$ cat src/tgc_pkg.sv
// Shared types, codes and constants of the touch gesture classifier.
// Used by tgc_datapath, tgc_ctrl and touch_gesture_classifier.
`timescale 1ns / 1ps
package tgc_pkg;

  localparam int DEF_FRACTION_BITS = 16;
  localparam int DVD_W  = 56;   // divider dividend and quotient width
  localparam int DVS_W  = 18;   // divider divisor width
  localparam int SQ_W   = 50;   // square root radicand width
  localparam int ROOT_W = 25;
  localparam int DIV_CNT_W  = 6;
  localparam int SQRT_CNT_W = 5;

  localparam logic [35:0] FOUR_PI_Q32 = 36'd53972150818;
  localparam logic [38:0] TWO_PI_Q32  = 39'd26986075409;
  localparam logic [DVS_W-1:0] ROT_DIVISOR = DVS_W'(65535);

  localparam logic [2:0] K_BEGIN  = 3'd0;
  localparam logic [2:0] K_END    = 3'd1;
  localparam logic [2:0] K_ZOOM   = 3'd2;
  localparam logic [2:0] K_PAN    = 3'd3;
  localparam logic [2:0] K_ROTATE = 3'd4;
  localparam logic [2:0] K_TWO    = 3'd5;
  localparam logic [2:0] K_PRESS  = 3'd6;

  localparam logic [3:0] G_PRESS_TAP = 4'd0;
  localparam logic [3:0] G_TWO_TAP   = 4'd1;
  localparam logic [3:0] G_ROTATE    = 4'd2;
  localparam logic [3:0] G_PINCH     = 4'd3;
  localparam logic [3:0] G_SPREAD    = 4'd4;
  localparam logic [3:0] G_UP        = 4'd5;
  localparam logic [3:0] G_DOWN      = 4'd6;
  localparam logic [3:0] G_LEFT      = 4'd7;
  localparam logic [3:0] G_RIGHT     = 4'd8;

  localparam logic [1:0] REG_DPI    = 2'd0;
  localparam logic [1:0] REG_WIDTH  = 2'd1;
  localparam logic [1:0] REG_HEIGHT = 2'd2;

  typedef enum logic [1:0] {
    PH_IDLE    = 2'd0,
    PH_STARTED = 2'd1,
    PH_WAITING = 2'd2
  } phase_t;

  typedef enum logic [1:0] {
    EM_TAP     = 2'd0,
    EM_TWO     = 2'd1,
    EM_COMPARE = 2'd2
  } emit_sel_t;

  typedef struct packed {
    logic [2:0]         kind;
    logic               flag_begin;
    logic               flag_end;
    logic signed [15:0] point_x;
    logic signed [15:0] point_y;
    logic [31:0]        argument;
  } in_item_t;

  typedef struct packed {
    logic [3:0]         gesture;
    logic signed [15:0] event_x;
    logic signed [15:0] event_y;
  } out_item_t;

  typedef struct packed {
    logic      load;
    logic      clr_ignore;
    logic      set_ignore;
    logic      phase_wr;
    phase_t    phase_val;
    logic      origin_wr;
    logic      ref_zero;
    logic      ref_cur;
    logic      cur_wr;
    logic      mul_en;
    logic      sqrt_start;
    logic      div_start;
    logic      emit;
    emit_sel_t emit_sel;
  } cmd_t;

  typedef struct packed {
    logic [2:0] kind;
    logic       fb;
    logic       fe;
    logic       ignore;
    phase_t     phase;
    logic       pzero;
    logic       sqrt_busy;
    logic       div_busy;
    logic       over_th;
    logic       out_free;
  } stat_t;

endpackage

$ cat src/tgc_ctrl.sv
// Controller: sequences decode, multiply, square root, divide, compare and emit.
// Depends on tgc_pkg; drives tgc_datapath through cmd_t and reads stat_t.
`timescale 1ns / 1ps
module tgc_ctrl
  import tgc_pkg::*;
(
  input  logic  clk,
  input  logic  rst,
  input  logic  in_valid,
  output logic  in_ready,
  input  stat_t stat,
  output cmd_t  cmd
);

  typedef enum logic [7:0] {
    S_IDLE   = 8'b0000_0001,
    S_DECIDE = 8'b0000_0010,
    S_MUL    = 8'b0000_0100,
    S_SQRT   = 8'b0000_1000,
    S_DIV    = 8'b0001_0000,
    S_FINISH = 8'b0010_0000,
    S_CMP    = 8'b0100_0000,
    S_EMIT   = 8'b1000_0000
  } state_t;

  state_t state, state_next;
  logic to_ref, to_ref_next;
  emit_sel_t sel, sel_next;

  always_ff @(posedge clk) begin
    if (rst) begin
      state <= S_IDLE;
      to_ref <= 1'b0;
      sel <= EM_TAP;
    end else begin
      state <= state_next;
      to_ref <= to_ref_next;
      sel <= sel_next;
    end
  end

  assign in_ready = (state == S_IDLE);

  always_comb begin
    state_next = state;
    to_ref_next = to_ref;
    sel_next = sel;
    cmd = '0;
    cmd.phase_val = PH_IDLE;
    cmd.emit_sel = sel;
    case (state)
      S_IDLE: begin
        if (in_valid) begin
          cmd.load = 1'b1;
          state_next = S_DECIDE;
        end
      end
      S_DECIDE: begin
        state_next = S_IDLE;
        if (stat.kind == K_BEGIN || stat.kind == K_END) begin
          cmd.clr_ignore = 1'b1;
          cmd.phase_wr = 1'b1;
        end else if (!stat.ignore) begin
          case (stat.kind)
            K_TWO: begin
              if (stat.fe) begin
                sel_next = EM_TWO;
                state_next = S_EMIT;
              end
            end
            K_PRESS: begin
              if (stat.fb || stat.fe) cmd.phase_wr = 1'b1;
              if (!stat.fe) cmd.phase_val = PH_WAITING;
              if (stat.fb) begin
                sel_next = EM_TAP;
                state_next = S_EMIT;
              end
            end
            K_ZOOM, K_PAN, K_ROTATE: begin
              cmd.set_ignore = stat.fe && !stat.fb;
              if (stat.fb && stat.phase == PH_IDLE) begin
                cmd.origin_wr = 1'b1;
                if (!stat.pzero) begin
                  cmd.phase_wr = 1'b1;
                  cmd.phase_val = PH_STARTED;
                  to_ref_next = 1'b1;
                  if (stat.kind == K_PAN) begin
                    cmd.ref_zero = 1'b1;
                  end else if (stat.kind == K_ZOOM) begin
                    cmd.div_start = 1'b1;
                    state_next = S_DIV;
                  end else begin
                    state_next = S_MUL;
                  end
                end
              end else if (stat.fe && stat.phase != PH_STARTED) begin
                cmd.phase_wr = 1'b1;
              end else if (!(stat.fb && !stat.fe) && stat.phase == PH_STARTED) begin
                to_ref_next = 1'b0;
                if (stat.kind == K_ZOOM) begin
                  cmd.div_start = 1'b1;
                  state_next = S_DIV;
                end else begin
                  state_next = S_MUL;
                end
              end
            end
            default: ;
          endcase
        end
      end
      S_MUL: begin
        cmd.mul_en = 1'b1;
        if (stat.kind == K_ROTATE) begin
          cmd.div_start = 1'b1;
          state_next = S_DIV;
        end else begin
          cmd.sqrt_start = 1'b1;
          state_next = S_SQRT;
        end
      end
      S_SQRT: begin
        if (!stat.sqrt_busy) begin
          cmd.div_start = 1'b1;
          state_next = S_DIV;
        end
      end
      S_DIV: begin
        if (!stat.div_busy) state_next = S_FINISH;
      end
      S_FINISH: begin
        cmd.cur_wr = 1'b1;
        state_next = S_CMP;
      end
      S_CMP: begin
        state_next = S_IDLE;
        if (to_ref) begin
          cmd.ref_cur = 1'b1;
        end else if (stat.over_th) begin
          cmd.phase_wr = 1'b1;
          cmd.phase_val = PH_WAITING;
          sel_next = EM_COMPARE;
          state_next = S_EMIT;
        end
      end
      S_EMIT: begin
        if (stat.out_free) begin
          cmd.emit = 1'b1;
          // hold the reference until the event has taken the sign of the change
          if (sel == EM_COMPARE) cmd.ref_cur = 1'b1;
          state_next = S_IDLE;
        end
      end
      default: state_next = S_IDLE;
    endcase
  end

endmodule

$ cat config.mk
export PLATFORM = sky130hd
export DESIGN_NAME = tgc_ctrl
export DESIGN_NICKNAME = d
export VERILOG_FILES = /design/src/tgc_pkg.sv /design/src/tgc_ctrl.sv
export SDC_FILE = /design/constraint.sdc
export NUM_CORES = 1
export LEC_CHECK = 0
export BUFFER_PORTS_ARGS = -buffer_cell sky130_fd_sc_hd__clkbuf_2
export CAP_MARGIN = 5
export CORE_ASPECT_RATIO = 2
export CORE_UTILIZATION = 30
export DETAILED_ROUTE_END_ITERATION = 8
export HOLD_SLACK_MARGIN = 0.08
export PLACE_DENSITY_LB_ADDON = 0.1
export SKIP_LAST_GASP = 1
export SYNTH_ARGS = -nofsm -noshare
export SYNTH_HDL_FRONTEND = slang
export SYNTH_SLANG_ARGS = --single-unit
export TNS_END_PERCENT = 20
$ cat constraint.sdc
create_clock -name clk -period 2.4 [get_ports clk]
set_clock_uncertainty 0.05 [all_clocks]
set_input_delay 0.24 -clock clk [delete_from_list [all_inputs] [get_ports clk]]
set_output_delay 0.24 -clock clk [all_outputs]
set_load 0.03 [all_outputs]
==> qor.txt <==
status = complete, but fails checks
violated checks = setup timing
largest net degree at the start of global routing = 10
Max Root-Sink Buffers = 2
Diodes inserted = 0
Yosys warning count = 0
CTS tree = built
Die Area = 3070 sq um
WHS Path Cells = 2
RSZ-0062 raised after global routing = yes
worst r2r src = state[0]$_SDFFE_PP1P_
CTS sink cnt = 11
f_max = 349 MHz
CP Max Fanout = 4
pre-CTS WS = -0.240 ns
share of the clock period used by the worst path = 119%
PortBufs = 32
Starting Density = 31.1%
final std cells w/o fill = 190
Die Height = 77.3 um
Post-CTS Hold Fix Bufs = 0
Syn-to-layout area delta = 49.6%
Post-synth top cells = dfxtp_1, nand2b_1, nor2_1
Starting DRT DRC Count = 24
Reg2Reg Depth = 8
wirelength, routed = 2.75 mm
DR vias/cell = 5.43
Cell variety after synth = 39
drt wl/cell = 14.5 um
Critical Path AT = 2.57 ns
clk root buf = clkbuf_8
antenna violations before repair = 0
Post-Syn Nets = 126
Crit-path slowest cell = or4_4
Layout fillers = 282
post-synth top area cell = dfxtp_1
worst slew pin tran = 0.424 ns
Placer Congestion = 0.725
clock buffer count from CTS = 3
post-synthesis instance area = 851 sq um
first-pass GRT wire length = 4.33 mm
Final min period = 2.86 ns
IO Pins = 33
predominant post-synthesis flop cell = dfxtp_1
Post-DRT Antenna Nets = 0
slew margin rel. = 71.3%
Worst Setup Slack, final = -0.464 ns
sequential area share after synthesis = 25.9%
CP Class = reg -> out
post-synthesis instance total = 110
Required @ worst endpoint = 2.11 ns
Synth Area per Inst = 7.73 sq um
ranking of synthesized cells by area = dfxtp_1, nand2b_1, nor4b_1
Worst VDD drop = 0.000214 V
DP Cell Count = 186
Cell Rows = 27
total gr overflow = 0
power density cells = 393 nW/um^2
share of layout cells above drive strength 1 = 42.9%
Post-DP HPWL = 2.36 mm
Hold WC Path Type = in -> reg
FF-to-FF setup slack = 0.02 ns
worst stage delay on the critical path = 0.53 ns
clk_lat worst skew = 0.23 ns
Lkg Pwr = 0.551 nW
Setup crit end kind = output port
GRT Util Overall = 20.3%
# DRC = 0
post-synth top area share = 25.9%
capture point of the worst reg-to-reg path = state[0]$_SDFFE_PP1P_
hold path startpoint = in_valid
Pre-Repair DR Iteration Count = 4
final setup fails = 8
clock-pin slew of the registers on the worst-case setup and hold paths = 0.05 ns
Core ar. = 2740 sq um
Slew Limit Fails = 0
H-tree depth = 1
die width = 39.7 um
CP Cell Sequence = or4_4 > or4b_4 > or4_1 > a21o_1 > o21ai_1 > buf_4
Async S/R FF share, synth = 0%
Post-synth EDFFs = 0
Max-Cap Viols = 0
Worst setup SP type = register
vias in the first global route = 1024
final hold vios = 0
top-count cell post-synth = dfxtp_1
via total after detailed routing = 1032
synthesis-stage register bit count = 11
NumNets Final = 178
Hold EP = state[1]$_SDFFE_PP0P_
[layout make-up]
cell class / count / area (sq um) / share of cell area, %
clock buffer: 4 / 45.0 / 3.54
inverter: 6 / 22.5 / 1.77
multi-input combinational: 89 / 637 / 50.0
sequential: 11 / 220 / 17.3
tap: 29 / 36.3 / 2.85
timing repair buffer: 51 / 312 / 24.5
[cells by family after synthesis]
kind of cell	synth area share (%)
DFF	25.9
AOI/OAI and AO/OA	20.4
buffers and inverters	4.41
xor gates and xnor gates	1.03
muxes	1.18
and+or+nand+nor	47.1
[critical path: cells and delay by family (launching register included)]
| kind | cells | cell delay, ns |
|---|---|---|
| DFF | 1 | 0.31 |
| AOI/OAI and AO/OA | 2 | 0.28 |
| buffers and inverters | 1 | 0.17 |
| and+or+nand+nor | 3 | 1.59 |
[routing by layer]
layer / vias up / GRT usage, % / part of all wire, % / wire length (um)
met5: - / 0 / 0 / 0
met4: 0 / 11.4 / 3.2 / 87
met3: 6 / 2.89 / 3.3 / 92
met2: 28 / 39.0 / 60 / 1640
met1: 478 / 16.8 / 34 / 930
li1: 520 / - / - / -
[flip-flops by register name, summed over array words and instances, names as in the netlist]
register	count
state	8
to_ref	1
sel	2
[placed cells by master (no fill, tap or decap), drive strengths merged, types with 3 or more instances in the layout]
cell | netlist | final
nor4 | 4 | 4
nor2 | 7 | 7
o211ai | 3 | 3
nand2b | 9 | 9
buf | 0 | 21
inv | 6 | 6
nor4b | 4 | 4
clkbuf | 4 | 34
dfxtp | 11 | 11
o21ai | 3 | 3
nand3 | 3 | 3
or4 | 3 | 3
nand2 | 4 | 4
o21a | 3 | 3
a21oi | 7 | 7
nand3b | 4 | 4
nor2b | 4 | 4
nor3 | 5 | 5
and2 | 3 | 3
[power by group]
| part | internal (mW) | switching (mW) |
|---|---|---|
| logic | 0.0550 | 0.0694 |
| registers | 0.187 | 0.00335 |
| clock network | 0.117 | 0.0688 |
| total | 0.358 | 0.142 |
[timing repair]
item | 4_1_cts | 5_1_grt
buffers inserted | 0 | 0
pin swaps | 0 | 0
endpoints found under the setup margin | 9 | 13
gates cloned | 0 | 0
gates resized for setup | 1 | 5
[worst max path at each step]
stage | from | to | slack (ns) | cells past startpoint
2_1_floorplan | state[0]$_SDFFE_PP1P_ | cmd[3] | -0.26 | 5
3_3_place_gp | state[0]$_SDFFE_PP1P_ | cmd[3] | -0.22 | 6
3_5_place_dp | state[0]$_SDFFE_PP1P_ | cmd[3] | -0.24 | 6
4_1_cts | state[0]$_SDFFE_PP1P_ | cmd[3] | -0.49 | 6
5_1_grt | state[0]$_SDFFE_PP1P_ | cmd[3] | -0.51 | 6
6_report | state[0]$_SDFFE_PP1P_ | cmd[3] | -0.46 | 6
[stage by stage]
step           util, %  cell area, sq um  hold WS [ns]  power [mW]  setup TNS, ns
2_1_floorplan        -               895         0.252       0.265          -1.10
6_report          46.5              1270         0.204       0.500          -2.30
3_5_place_dp      44.5              1220         0.427       0.317         -0.503
4_1_cts           46.3              1270         0.201       0.505          -2.38
3_3_place_gp      44.5              1220         0.415       0.317         -0.476
5_1_grt           46.5              1270         0.211       0.527          -2.99
No activity file was read; power rests on OpenSTA's default activity.
